$ cat config.mk
export PLATFORM = sky130hd
export DESIGN_NAME = dna_supermer_builder_flat
export DESIGN_NICKNAME = d
export VERILOG_FILES = /design/src/rtl/core/dsb_pkg.sv /design/src/rtl/core/dsb_req_if.sv /design/src/rtl/core/dsb_rsp_if.sv /design/src/rtl/core/dsb_csr_if.sv /design/src/rtl/core/dsb_front.sv /design/src/rtl/core/dsb_owner.sv /design/src/rtl/core/dsb_back.sv /design/src/rtl/core/dsb_supermer_top_unused_guard.sv /design/src/rtl/core/dna_supermer_builder.sv /design/src/flat_wrapper.sv
export SDC_FILE = /design/constraint.sdc
export NUM_CORES = 2
export LEC_CHECK = 0
export BUFFER_PORTS_ARGS = -buffer_cell sky130_fd_sc_hd__buf_2
export CAP_MARGIN = 20
export CORE_MARGIN = 4
export CORE_UTILIZATION = 65
export DETAILED_ROUTE_END_ITERATION = 7
export GPL_TIMING_DRIVEN = 0
export PLACE_DENSITY = 0.82
export SLEW_MARGIN = 5
export SYNTH_ARGS = -nofsm -noshare
export SYNTH_HDL_FRONTEND = slang
export SYNTH_HIERARCHICAL = 1
export SYNTH_SLANG_ARGS = --single-unit
$ cat constraint.sdc
create_clock -name clock -period 11.8 [get_ports clock]
set_input_delay 2.95 -clock clock [delete_from_list [all_inputs] [get_ports clock]]
set_output_delay 2.95 -clock clock [all_outputs]
set_load 0.005 [all_outputs]
$ cat src/rtl/core/dsb_pkg.sv
// Package of the supermer builder: shared types, register indices and constants.
// Used by every module of the block; depends on nothing.
package dsb_pkg;

   localparam logic [1:0] REG_K_LEN            = 2'd0;
   localparam logic [1:0] REG_M_LEN            = 2'd1;
   localparam logic [1:0] REG_NUM_DESTINATIONS = 2'd2;

   localparam logic [4:0]  K_LEN_RESET = 5'd17;
   localparam logic [4:0]  M_LEN_RESET = 5'd7;
   localparam logic [10:0] NUM_DEST_RESET = 11'd1;

   localparam logic [63:0] FMIX_C1 = 64'hff51afd7ed558ccd;
   localparam logic [63:0] FMIX_C2 = 64'hc4ceb9fe1a85ec53;
   localparam int unsigned FMIX_SHIFT = 33;
   localparam logic [4:0]  MAX_OPEN_LEN = 5'd31;
   localparam logic [5:0]  CHUNK_SPAN = 6'd32;
   localparam int unsigned QUEUE_DEPTH = 4;

   typedef struct packed {
      logic [1:0] code;
      logic       end_of_read;
   } dsb_entry_type;

   typedef struct packed {
      logic [63:0] supermer_bases;
      logic [4:0]  supermer_length;
      logic [59:0] minimizer_value;
      logic [9:0]  owner;
      logic        last_of_run;
   } dsb_result_type;

   typedef struct packed {
      logic        start;
      logic [59:0] minimizer;
   } dsb_hash_req_type;

   typedef struct packed {
      logic       done;
      logic [9:0] owner;
   } dsb_hash_rsp_type;

endpackage

$ cat src/rtl/core/dsb_req_if.sv
// Input channel of the supermer builder: one base character per transfer.
// Depends on nothing.
interface dsb_req_if;
   logic       valid;
   logic       ready;
   logic [7:0] base;
   logic       end_of_read;

   modport source (output valid, base, end_of_read, input ready);
   modport sink (input valid, base, end_of_read, output ready);
endinterface

$ cat src/rtl/core/dsb_rsp_if.sv
// Result channel of the supermer builder: one closed supermer per transfer.
// Depends on nothing.
interface dsb_rsp_if;
   logic        valid;
   logic        ready;
   logic [63:0] supermer_bases;
   logic [4:0]  supermer_length;
   logic [59:0] minimizer_value;
   logic [9:0]  owner;
   logic        last_of_run;

   modport source (output valid, supermer_bases, supermer_length, minimizer_value, owner,
                   last_of_run, input ready);
   modport sink (input valid, supermer_bases, supermer_length, minimizer_value, owner,
                 last_of_run, output ready);
endinterface

$ cat src/rtl/core/dsb_csr_if.sv
// Configuration write channel of the supermer builder.
// Depends on nothing.
interface dsb_csr_if;
   logic        valid;
   logic        ready;
   logic [1:0]  index;
   logic [10:0] data;

   modport source (output valid, index, data, input ready);
   modport sink (input valid, index, data, output ready);
endinterface

$ cat src/rtl/core/dsb_front.sv
// Front part: takes base characters, turns them into 2-bit codes and queues them.
// Depends on dsb_pkg.
module dsb_front
   import dsb_pkg::*;
(
   input  logic          clock,
   input  logic          reset,
   input  logic          in_valid,
   output logic          in_ready,
   input  logic [7:0]    in_base,
   input  logic          in_end_of_read,
   output logic          q_valid,
   output dsb_entry_type q_entry,
   input  logic          q_pop
);

   localparam int unsigned PW = $clog2(QUEUE_DEPTH);
   localparam int unsigned CW = $clog2(QUEUE_DEPTH + 1);

   dsb_entry_type          mem_ff [QUEUE_DEPTH];
   logic [PW-1:0]          wr_ptr_ff, wr_ptr_in;
   logic [PW-1:0]          rd_ptr_ff, rd_ptr_in;
   logic [CW-1:0]          fill_ff, fill_in;
   dsb_entry_type          classified;
   logic                   push;
   logic                   pop;

   assign classified.code        = {in_base[2], in_base[2] ^ in_base[1]};
   assign classified.end_of_read = in_end_of_read;

   assign in_ready = fill_ff != CW'(QUEUE_DEPTH);
   assign push     = in_valid && in_ready;
   assign q_valid  = fill_ff != '0;
   assign pop      = q_pop && q_valid;
   assign q_entry  = mem_ff[rd_ptr_ff];

   always_comb begin
      wr_ptr_in = push ? wr_ptr_ff + PW'(1) : wr_ptr_ff;
      rd_ptr_in = pop ? rd_ptr_ff + PW'(1) : rd_ptr_ff;
      fill_in   = fill_ff + CW'(push) - CW'(pop);
   end

   always_ff @(posedge clock) begin
      if (reset) begin
         wr_ptr_ff <= '0;
         rd_ptr_ff <= '0;
         fill_ff   <= '0;
      end else begin
         wr_ptr_ff <= wr_ptr_in;
         rd_ptr_ff <= rd_ptr_in;
         fill_ff   <= fill_in;
      end
   end

   always_ff @(posedge clock) begin
      if (push) begin
         mem_ff[wr_ptr_ff] <= classified;
      end
   end

endmodule

$ cat src/rtl/core/dsb_owner.sv
// Owner unit: murmur3 64-bit finalizer and scaling by the destination count,
// done step by step on one shared 32 by 32 multiplier. Depends on dsb_pkg.
module dsb_owner
   import dsb_pkg::*;
#(
   parameter int unsigned MAX_DESTINATIONS = 1024
)
(
   input  logic             clock,
   input  logic             reset,
   input  logic [10:0]      num_destinations,
   input  dsb_hash_req_type hash_req,
   output dsb_hash_rsp_type hash_rsp
);

   localparam logic [3:0] LAST_STEP = 4'd13;

   logic        busy_ff, busy_in;
   logic [3:0]  step_ff, step_in;
   logic [63:0] h_ff, h_in;
   logic [63:0] acc_ff, acc_in;
   logic [63:0] prod_ff;
   logic [31:0] op_a;
   logic [31:0] op_b;
   logic [31:0] dest;
   logic [63:0] seed;

   assign dest = (32'(num_destinations) > 32'(MAX_DESTINATIONS)) ?
                 32'(MAX_DESTINATIONS) : 32'(num_destinations);
   assign seed = {4'b0, hash_req.minimizer};

   always_comb begin
      unique case (step_ff)
         4'd0:    begin op_a = h_ff[31:0];  op_b = FMIX_C1[31:0];  end
         4'd1:    begin op_a = h_ff[31:0];  op_b = FMIX_C1[63:32]; end
         4'd2:    begin op_a = h_ff[63:32]; op_b = FMIX_C1[31:0];  end
         4'd5:    begin op_a = h_ff[31:0];  op_b = FMIX_C2[31:0];  end
         4'd6:    begin op_a = h_ff[31:0];  op_b = FMIX_C2[63:32]; end
         4'd7:    begin op_a = h_ff[63:32]; op_b = FMIX_C2[31:0];  end
         4'd10:   begin op_a = h_ff[63:32]; op_b = dest;           end
         4'd11:   begin op_a = h_ff[31:0];  op_b = dest;           end
         default: begin op_a = '0;          op_b = '0;             end
      endcase
   end

   always_comb begin
      acc_in  = acc_ff;
      h_in    = h_ff;
      step_in = step_ff;
      busy_in = busy_ff;
      if (hash_req.start) begin
         h_in    = seed ^ (seed >> FMIX_SHIFT);
         step_in = '0;
         busy_in = 1'b1;
      end else if (busy_ff) begin
         step_in = step_ff + 4'd1;
         unique case (step_ff)
            4'd1, 4'd6, 4'd11:       acc_in = prod_ff;
            4'd2, 4'd3, 4'd7, 4'd8:  acc_in = acc_ff + {prod_ff[31:0], 32'b0};
            4'd12:                   acc_in = acc_ff + {32'b0, prod_ff[63:32]};
            4'd4, 4'd9:              h_in = acc_ff ^ (acc_ff >> FMIX_SHIFT);
            LAST_STEP:               busy_in = 1'b0;
            default:                 acc_in = acc_ff;
         endcase
      end
   end

   assign hash_rsp.done  = busy_ff && step_ff == LAST_STEP;
   assign hash_rsp.owner = acc_ff[41:32];

   always_ff @(posedge clock) begin
      if (reset) begin
         busy_ff <= 1'b0;
         step_ff <= '0;
      end else begin
         busy_ff <= busy_in;
         step_ff <= step_in;
      end
   end

   always_ff @(posedge clock) begin
      h_ff    <= h_in;
      acc_ff  <= acc_in;
      prod_ff <= op_a * op_b;
   end

endmodule

$ cat src/rtl/core/dsb_back.sv
// Back part: keeps the read state, finds each k-mer's minimizer one position a cycle,
// groups k-mers into supermers and drives the result register. Depends on dsb_pkg.
module dsb_back
   import dsb_pkg::*;
(
   input  logic             clock,
   input  logic             reset,
   input  logic [4:0]       k_len,
   input  logic [4:0]       m_len,
   input  logic             q_valid,
   input  dsb_entry_type    q_entry,
   output logic             q_pop,
   output dsb_hash_req_type hash_req,
   input  dsb_hash_rsp_type hash_rsp,
   output logic             out_valid,
   input  logic             out_ready,
   output dsb_result_type   out_data
);

   localparam logic [2:0] ST_IDLE   = 3'd0;
   localparam logic [2:0] ST_MIN    = 3'd1;
   localparam logic [2:0] ST_DECIDE = 3'd2;
   localparam logic [2:0] ST_HASH   = 3'd3;
   localparam logic [2:0] ST_TAIL   = 3'd4;

   logic [2:0]     state_ff, state_in;
   logic [61:0]    recent_ff, recent_in;
   logic [5:0]     count_ff, count_in;
   logic [4:0]     kic_ff, kic_in;
   logic [63:0]    open_sup_ff, open_sup_in;
   logic [4:0]     open_len_ff, open_len_in;
   logic [59:0]    prev_min_ff, prev_min_in;
   logic [9:0]     open_owner_ff, open_owner_in;
   logic [1:0]     code_ff, code_in;
   logic           eor_ff, eor_in;
   logic [63:0]    win_ff, win_in;
   logic [63:0]    kmer_ff, kmer_in;
   logic [4:0]     steps_ff, steps_in;
   logic [59:0]    best_ff, best_in;
   logic           out_valid_ff, out_valid_in;
   dsb_result_type out_data_ff, out_data_in;

   logic [4:0]  k_use;
   logic [4:0]  m_low;
   logic [4:0]  m_use;
   logic [61:0] recent_next;
   logic [5:0]  count_next;
   logic [63:0] aligned;
   logic [59:0] mmer;
   logic        out_free;
   logic [5:0]  kic_next;
   logic        first;
   logic        chunk;
   logic        start;
   logic        second;
   logic        tail_emit;
   logic [63:0] appended;

   assign k_use = (k_len < 5'd2) ? 5'd2 : k_len;
   assign m_low = (m_len == 5'd0) ? 5'd1 : m_len;
   assign m_use = (m_low > k_use) ? k_use : m_low;

   assign recent_next = {recent_ff[59:0], q_entry.code};
   assign count_next  = (count_ff == 6'd63) ? count_ff : count_ff + 6'd1;
   assign aligned     = {2'b00, recent_next} << (7'd64 - {1'b0, k_use, 1'b0});
   assign mmer        = 60'(win_ff >> (7'd64 - {1'b0, m_use, 1'b0}));
   assign out_free    = !out_valid_ff || out_ready;

   assign first     = open_len_ff == '0;
   assign kic_next  = {1'b0, kic_ff} + 6'd1;
   assign chunk     = kic_next >= (CHUNK_SPAN - {1'b0, k_use});
   assign start     = first || chunk || best_ff != prev_min_ff || open_len_ff >= MAX_OPEN_LEN;
   assign second    = eor_ff && count_ff > {1'b0, k_use};
   assign tail_emit = eor_ff && open_len_ff != '0 && count_ff > {1'b0, k_use};
   assign appended  = open_sup_ff | ({62'b0, code_ff} << (6'd62 - {open_len_ff, 1'b0}));

   always_comb begin
      state_in      = state_ff;
      recent_in     = recent_ff;
      count_in      = count_ff;
      kic_in        = kic_ff;
      open_sup_in   = open_sup_ff;
      open_len_in   = open_len_ff;
      prev_min_in   = prev_min_ff;
      open_owner_in = open_owner_ff;
      code_in       = code_ff;
      eor_in        = eor_ff;
      win_in        = win_ff;
      kmer_in       = kmer_ff;
      steps_in      = steps_ff;
      best_in       = best_ff;
      out_valid_in  = out_valid_ff && !out_ready;
      out_data_in   = out_data_ff;
      q_pop         = 1'b0;
      hash_req.start     = 1'b0;
      hash_req.minimizer = best_ff;

      unique case (state_ff)
         ST_IDLE: begin
            if (q_valid) begin
               q_pop     = 1'b1;
               recent_in = recent_next;
               count_in  = count_next;
               code_in   = q_entry.code;
               eor_in    = q_entry.end_of_read;
               win_in    = aligned;
               kmer_in   = aligned;
               steps_in  = k_use - m_use;
               best_in   = '1;
               state_in  = (count_next >= {1'b0, k_use}) ? ST_MIN : ST_TAIL;
            end
         end
         ST_MIN: begin
            if (mmer < best_ff) begin
               best_in = mmer;
            end
            win_in = {win_ff[61:0], 2'b00};
            if (steps_ff == '0) begin
               state_in = ST_DECIDE;
            end else begin
               steps_in = steps_ff - 5'd1;
            end
         end
         ST_DECIDE: begin
            if (!(start && !first) || out_free) begin
               kic_in = (first || chunk) ? 5'd0 : kic_next[4:0];
               if (start && !first) begin
                  out_valid_in                = 1'b1;
                  out_data_in.supermer_bases  = open_sup_ff;
                  out_data_in.supermer_length = open_len_ff;
                  out_data_in.minimizer_value = prev_min_ff;
                  out_data_in.owner           = open_owner_ff;
                  out_data_in.last_of_run     = !second;
               end
               if (start) begin
                  hash_req.start = 1'b1;
                  state_in       = ST_HASH;
               end else begin
                  open_sup_in = appended;
                  open_len_in = open_len_ff + 5'd1;
                  state_in    = ST_TAIL;
               end
            end
         end
         ST_HASH: begin
            if (hash_rsp.done) begin
               open_sup_in   = kmer_ff;
               open_len_in   = k_use;
               prev_min_in   = best_ff;
               open_owner_in = hash_rsp.owner;
               state_in      = ST_TAIL;
            end
         end
         ST_TAIL: begin
            if (!tail_emit || out_free) begin
               if (tail_emit) begin
                  out_valid_in                = 1'b1;
                  out_data_in.supermer_bases  = open_sup_ff;
                  out_data_in.supermer_length = open_len_ff;
                  out_data_in.minimizer_value = prev_min_ff;
                  out_data_in.owner           = open_owner_ff;
                  out_data_in.last_of_run     = 1'b1;
               end
               if (eor_ff) begin
                  recent_in     = '0;
                  count_in      = '0;
                  kic_in        = '0;
                  open_sup_in   = '0;
                  open_len_in   = '0;
                  prev_min_in   = '0;
                  open_owner_in = '0;
               end
               state_in = ST_IDLE;
            end
         end
         default: begin
            state_in = ST_IDLE;
         end
      endcase
   end

   assign out_valid = out_valid_ff;
   assign out_data  = out_data_ff;

   always_ff @(posedge clock) begin
      if (reset) begin
         state_ff      <= ST_IDLE;
         recent_ff     <= '0;
         count_ff      <= '0;
         kic_ff        <= '0;
         open_sup_ff   <= '0;
         open_len_ff   <= '0;
         prev_min_ff   <= '0;
         open_owner_ff <= '0;
         out_valid_ff  <= 1'b0;
      end else begin
         state_ff      <= state_in;
         recent_ff     <= recent_in;
         count_ff      <= count_in;
         kic_ff        <= kic_in;
         open_sup_ff   <= open_sup_in;
         open_len_ff   <= open_len_in;
         prev_min_ff   <= prev_min_in;
         open_owner_ff <= open_owner_in;
         out_valid_ff  <= out_valid_in;
      end
   end

   always_ff @(posedge clock) begin
      code_ff     <= code_in;
      eor_ff      <= eor_in;
      win_ff      <= win_in;
      kmer_ff     <= kmer_in;
      steps_ff    <= steps_in;
      best_ff     <= best_in;
      out_data_ff <= out_data_in;
   end

endmodule

$ cat src/rtl/core/dsb_supermer_top_unused_guard.sv
// Configuration registers of the supermer builder, written through the write channel.
// Depends on dsb_pkg.
module dsb_csr
   import dsb_pkg::*;
(
   input  logic        clock,
   input  logic        reset,
   input  logic        wr_valid,
   input  logic [1:0]  wr_index,
   input  logic [10:0] wr_data,
   output logic [4:0]  k_len,
   output logic [4:0]  m_len,
   output logic [10:0] num_destinations
);

   logic [4:0]  k_len_ff, k_len_in;
   logic [4:0]  m_len_ff, m_len_in;
   logic [10:0] dest_ff, dest_in;

   always_comb begin
      k_len_in = k_len_ff;
      m_len_in = m_len_ff;
      dest_in  = dest_ff;
      if (wr_valid) begin
         unique case (wr_index)
            REG_K_LEN:            k_len_in = wr_data[4:0];
            REG_M_LEN:            m_len_in = wr_data[4:0];
            REG_NUM_DESTINATIONS: dest_in  = wr_data;
            default:              dest_in  = dest_ff;
         endcase
      end
   end

   always_ff @(posedge clock) begin
      if (reset) begin
         k_len_ff <= K_LEN_RESET;
         m_len_ff <= M_LEN_RESET;
         dest_ff  <= NUM_DEST_RESET;
      end else begin
         k_len_ff <= k_len_in;
         m_len_ff <= m_len_in;
         dest_ff  <= dest_in;
      end
   end

   assign k_len            = k_len_ff;
   assign m_len            = m_len_ff;
   assign num_destinations = dest_ff;

endmodule

$ cat src/rtl/core/dna_supermer_builder.sv
// Minimizer supermer builder. One base character enters per transfer and is queued;
// the back part finishes each base before it takes the next. For a base that completes
// a k-mer it checks each minimizer position of the k-mer in turn on a single compare
// unit, and whenever a supermer opens it has the owner unit work out the owner on its
// shared 32 by 32 multiplier. Up to four bases queue ahead, and a result waits in the
// output register.
// Depends on dsb_pkg, the channel interfaces, dsb_csr, dsb_front, dsb_owner, dsb_back.
module dna_supermer_builder
   import dsb_pkg::*;
#(
   parameter int unsigned MAX_DESTINATIONS = 1024
)
(
   input  logic     clock,
   input  logic     reset,
   dsb_req_if.sink  req_chan,
   dsb_rsp_if.source rsp_chan,
   dsb_csr_if.sink  csr_chan
);

   logic [4:0]       k_len;
   logic [4:0]       m_len;
   logic [10:0]      num_destinations;
   logic             q_valid;
   dsb_entry_type    q_entry;
   logic             q_pop;
   dsb_hash_req_type hash_req;
   dsb_hash_rsp_type hash_rsp;
   dsb_result_type   out_data;

   assign csr_chan.ready = 1'b1;

   dsb_csr u_csr (
      .clock            (clock),
      .reset            (reset),
      .wr_valid         (csr_chan.valid),
      .wr_index         (csr_chan.index),
      .wr_data          (csr_chan.data),
      .k_len            (k_len),
      .m_len            (m_len),
      .num_destinations (num_destinations)
   );

   dsb_front u_front (
      .clock          (clock),
      .reset          (reset),
      .in_valid       (req_chan.valid),
      .in_ready       (req_chan.ready),
      .in_base        (req_chan.base),
      .in_end_of_read (req_chan.end_of_read),
      .q_valid        (q_valid),
      .q_entry        (q_entry),
      .q_pop          (q_pop)
   );

   dsb_owner #(
      .MAX_DESTINATIONS (MAX_DESTINATIONS)
   ) u_owner (
      .clock            (clock),
      .reset            (reset),
      .num_destinations (num_destinations),
      .hash_req         (hash_req),
      .hash_rsp         (hash_rsp)
   );

   dsb_back u_back (
      .clock     (clock),
      .reset     (reset),
      .k_len     (k_len),
      .m_len     (m_len),
      .q_valid   (q_valid),
      .q_entry   (q_entry),
      .q_pop     (q_pop),
      .hash_req  (hash_req),
      .hash_rsp  (hash_rsp),
      .out_valid (rsp_chan.valid),
      .out_ready (rsp_chan.ready),
      .out_data  (out_data)
   );

   assign rsp_chan.supermer_bases  = out_data.supermer_bases;
   assign rsp_chan.supermer_length = out_data.supermer_length;
   assign rsp_chan.minimizer_value = out_data.minimizer_value;
   assign rsp_chan.owner           = out_data.owner;
   assign rsp_chan.last_of_run     = out_data.last_of_run;

endmodule

$ cat src/flat_wrapper.sv
// flat-port wrapper written by rule: the top's interface ports become plain ports
module dna_supermer_builder_flat import dsb_pkg::*;
#(
   parameter int unsigned MAX_DESTINATIONS = 1024
)
  (clock, reset, req_chan_valid, req_chan_base, req_chan_end_of_read, req_chan_ready, rsp_chan_valid, rsp_chan_supermer_bases, rsp_chan_supermer_length, rsp_chan_minimizer_value, rsp_chan_owner, rsp_chan_last_of_run, rsp_chan_ready, csr_chan_valid, csr_chan_index, csr_chan_data, csr_chan_ready);
  dsb_req_if req_chan_i ();
  dsb_rsp_if rsp_chan_i ();
  dsb_csr_if csr_chan_i ();
  input  logic clock;
  input  logic reset;
  input wire logic [$bits(req_chan_i.valid)-1:0] req_chan_valid;
  input wire logic [$bits(req_chan_i.base)-1:0] req_chan_base;
  input wire logic [$bits(req_chan_i.end_of_read)-1:0] req_chan_end_of_read;
  output wire logic [$bits(req_chan_i.ready)-1:0] req_chan_ready;
  output wire logic [$bits(rsp_chan_i.valid)-1:0] rsp_chan_valid;
  output wire logic [$bits(rsp_chan_i.supermer_bases)-1:0] rsp_chan_supermer_bases;
  output wire logic [$bits(rsp_chan_i.supermer_length)-1:0] rsp_chan_supermer_length;
  output wire logic [$bits(rsp_chan_i.minimizer_value)-1:0] rsp_chan_minimizer_value;
  output wire logic [$bits(rsp_chan_i.owner)-1:0] rsp_chan_owner;
  output wire logic [$bits(rsp_chan_i.last_of_run)-1:0] rsp_chan_last_of_run;
  input wire logic [$bits(rsp_chan_i.ready)-1:0] rsp_chan_ready;
  input wire logic [$bits(csr_chan_i.valid)-1:0] csr_chan_valid;
  input wire logic [$bits(csr_chan_i.index)-1:0] csr_chan_index;
  input wire logic [$bits(csr_chan_i.data)-1:0] csr_chan_data;
  output wire logic [$bits(csr_chan_i.ready)-1:0] csr_chan_ready;
  assign req_chan_i.valid = req_chan_valid;
  assign req_chan_i.base = req_chan_base;
  assign req_chan_i.end_of_read = req_chan_end_of_read;
  assign req_chan_ready = req_chan_i.ready;
  assign rsp_chan_valid = rsp_chan_i.valid;
  assign rsp_chan_supermer_bases = rsp_chan_i.supermer_bases;
  assign rsp_chan_supermer_length = rsp_chan_i.supermer_length;
  assign rsp_chan_minimizer_value = rsp_chan_i.minimizer_value;
  assign rsp_chan_owner = rsp_chan_i.owner;
  assign rsp_chan_last_of_run = rsp_chan_i.last_of_run;
  assign rsp_chan_i.ready = rsp_chan_ready;
  assign csr_chan_i.valid = csr_chan_valid;
  assign csr_chan_i.index = csr_chan_index;
  assign csr_chan_i.data = csr_chan_data;
  assign csr_chan_ready = csr_chan_i.ready;
  dna_supermer_builder #(.MAX_DESTINATIONS(MAX_DESTINATIONS)) u_core (.clock(clock), .reset(reset), .req_chan(req_chan_i), .rsp_chan(rsp_chan_i), .csr_chan(csr_chan_i));
endmodule
==> out/metrics.csv <==
metric,value,unit
status,"complete, but fails checks",
failing checks,"design-rule violations, max-slew violations",
Crit Path Category,reg -> reg,
Max-Cap Viols,0,
NumNets Final,9413,
Cell Rows,124,
core box area,114000,um2
port buffer count,162,
Synth area leaders,"fa_1 (23%), edfxtp_1 (19%), dfxtp_1 (8.4%)",
max-slew violation count,10,
Commonest cells post-synth,"inv_1 (1095), fa_1 (846), nand2_1 (805)",
Yosys top cell by area,fa_1,
most frequent cell after synthesis,inv_1,
RSZ-0062 raised after global routing,false,
Root Buffer,clkbuf_16,
period utilization,98.6,%
CTS tree,yes,
total congestion overflow,0,
worst slew pin tran,1.55,ns
die span in x,347,um
"Cell Area, Synth",74600,um2
"most used cell, CP",fa_1,
CP startpoint kind,flip-flop,
wire length on met1,91.9,mm
die area,120000,um2
met2 wire len,118,mm
Avg Synthesized Cell Area,9.57,um2
initial antenna violation count,8,
Antenna Nets Post-Route,0,
max_slew headroom,-3.32,%
CP max FO,10,
Met3 Routed Length,34.9,mm
Hold Crit Endpoint,u_core/u_back/out_data[4]$_DFFE_PP_,
CP required,12.28,ns
hold depth,0,
clock sinks,789,
Synth top area share,22.7,%
Hold Startpoint,u_core/u_back/open_owner_ff[3]$_SDFFE_PP0P_,
vias,62900,
final instance area,80200,um2
GR Util All Layers,44.6,%
FF-to-FF Start,u_core/u_owner/step_ff[0]$_SDFFE_PP0P_,
Final min period,11.63,ns
"Async S/R FF share, synth",0,%
DR pass1 iterations,8,
final hold viol count,0,
first-pass GRT wire length,399,mm
Worst EP arrival,12.12,ns
drt total wl,271,mm
initial core utilization,65.3,%
H-tree Lvls,3,
synthesized instance count,7795,
area grow syn2layout,7.57,%
Post-DP Area,77600,um2
Critical Path Slowest Stage Cell,a22oi_1,
Num CTS Buffers,74,
synth unique cells,109,
Setup Skew,0.0294,ns
CTS hold repair buffers,0,
maximum clock frequency,0.0860,GHz
Top Ports,170,
drt drc,25,
path depth of the worst reg2reg path,36,
vias per inst,6.52,
syn_nets,9147,
Worst Hold Class,reg -> reg,
RePlAce Congestion,1.11,
"Largest stage delay, worst path",1.19,ns
Final setup viols,0,
layout cell share with drive strength beyond 1,7.99,%
Synth Warn #,6,
Post-synth EDFFs,476,
Clock Latency Late Sink,0.66,ns
reg-to-reg critical path endpoint,u_core/u_owner/prod_ff[62]$_DFF_P_,
HPWL Detailed,223,mm
"Seq/Total Area, Yosys",27.6,%
vias in the first global route,62700,
R2R Setup Slk,0.17,ns
Die Ht,347,um
first-iteration detailed-routing DRC count,8309,
Seq cells post-synth,789,
largest net degree at the start of global routing,67,
"Top FF cell, synth",edfxtp_1,
Setup crit end kind,flip-flop,
"Clk pin slew, worst setup/hold paths",0.07,ns
WL/cell,28.1,um
worst-case clock buffer depth,3,
hold_ws,0.437,ns
top sig layer,met4,
==> how the worst max path moves through the flow <==
stage | endpoint | cells after the start | from
final | u_core/u_owner/prod_ff[62]$_DFF_P_ | 36 | u_core/u_owner/step_ff[0]$_SDFFE_PP0P_
after CTS | u_core/u_owner/prod_ff[60]$_DFF_P_ | 33 | u_core/u_owner/step_ff[1]$_SDFFE_PP0P_
after floorplan | u_core/u_back/out_data[0]$_SDFFCE_PP1P_ | 17 | u_core/u_csr/k_len[4]$_SDFFE_PP1P_
after global placement | u_core/u_back/out_data[137]$_DFFE_PP_ | 17 | u_core/u_csr/k_len[4]$_SDFFE_PP1P_
after detailed placement | u_core/u_owner/prod_ff[60]$_DFF_P_ | 33 | u_core/u_owner/step_ff[1]$_SDFFE_PP0P_
after global routing | u_core/u_owner/prod_ff[59]$_DFF_P_ | 35 | u_core/u_owner/step_ff[0]$_SDFFE_PP0P_
==> stage by stage <==
| stage | setup WS [ns] | setup TNS, ns | instances | util, % |
|---|---|---|---|---|
| floorplan | 1.18 | 0 | 7795 | - |
| global placement | -2.61 | -433.25 | 9469 | 67.7 |
| detailed placement | 0.403 | 0 | 9489 | 68.0 |
| CTS | 0.320 | 0 | 9627 | 70.2 |
| global route | 0.00985 | 0 | 9635 | 70.2 |
| finish | 0.168 | 0 | 9645 | 70.3 |
==> state kept, by name (all words and copies together) (netlist names), 60 cells and up, named ones only <==
register,flops
u_core/u_back/recent_ff,60
u_core/u_back/open_sup_ff,64
u_core/u_owner/h_ff,64
u_core/u_back/prev_min_ff,60
u_core/u_owner/acc_ff,64
u_core/u_back/best_ff,60
u_core/u_back/kmer_ff,64
u_core/u_owner/prod_ff,64
u_core/u_back/win_ff,64
u_core/u_back/out_data,140
==> metal layers <==
layer | track usage, % | vias to the layer above
met3 | 12.5 | 1275
met2 | 68.3 | 4812
met5 | 0 | -
li1 | - | 26400
met1 | 54.3 | 30400
met4 | 32.8 | 0
==> layout make-up <==
| cell class | count | area [um2] |
|---|---|---|
| flip-flops and latches | 789 | 20600 |
| repair buffers | 190 | 1150 |
| inverters | 1108 | 4160 |
| fillers | 8711 | 34000 |
| clock buffers | 98 | 2130 |
| plain buffers | 419 | 1810 |
| well taps | 1512 | 1890 |
| clock inverters | 40 | 374 |
| multi-input cells | 5479 | 48100 |
| diodes | 10 | 25.0 |
==> cell usage in the layout (no fill, tap or decap), types with 47 or more instances in the layout <==
| master | count |
|---|---|
| a21o_1 | 107 |
| fa_1 | 846 |
| dfxtp_1 | 313 |
| nand2_1 | 803 |
| nand4_1 | 47 |
| edfxtp_1 | 476 |
| nand3_1 | 245 |
| clkbuf_16 | 78 |
| a21oi_1 | 490 |
| mux4_2 | 50 |
| nor2_1 | 732 |
| mux2_2 | 70 |
| a211oi_2 | 62 |
| buf_2 | 202 |
| ha_1 | 479 |
| inv_1 | 1095 |
| a22oi_1 | 71 |
| nand2b_1 | 91 |
| and3_1 | 49 |
| clkbuf_1 | 318 |
| xor2_1 | 148 |
| mux2i_1 | 243 |
| xnor2_1 | 143 |
| o21ai_0 | 231 |
==> worst max-delay path: cells and delay by family, from the launching register on <==
family | cells | cell delay (ns)
xor gates and xnor gates | 1 | 0.44
buffers and inverters | 12 | 2.42
DFF | 1 | 0.42
and+or+nand+nor | 5 | 0.79
adders and majority gates | 10 | 4.64
AOI/OAI and AO/OA | 8 | 2.72
==> logic make-up after synthesis <==
group / Yosys count / share of synthesized area [%]
and+or+nand+nor: 2177 / 12.7
buffers and inverters: 1527 / 7.99
adders and majority gates: 1325 / 30.7
AOI/OAI and AO/OA: 1316 / 11.6
DFF: 789 / 27.6
muxes: 365 / 5.87
xor gates and xnor gates: 294 / 3.48
other: 2 / 0.0101
==> repair_timing <==
| action | 4_1_cts | 5_1_grt |
|---|---|---|
| gates resized for setup | 0 | 3 |
| endpoints found under the setup margin | 0 | 8 |
| buffers inserted | 0 | 0 |
Power is left out: the tool's default activity adds up to more than one toggle a clock period on the data nets, which glitch-free logic cannot reach.
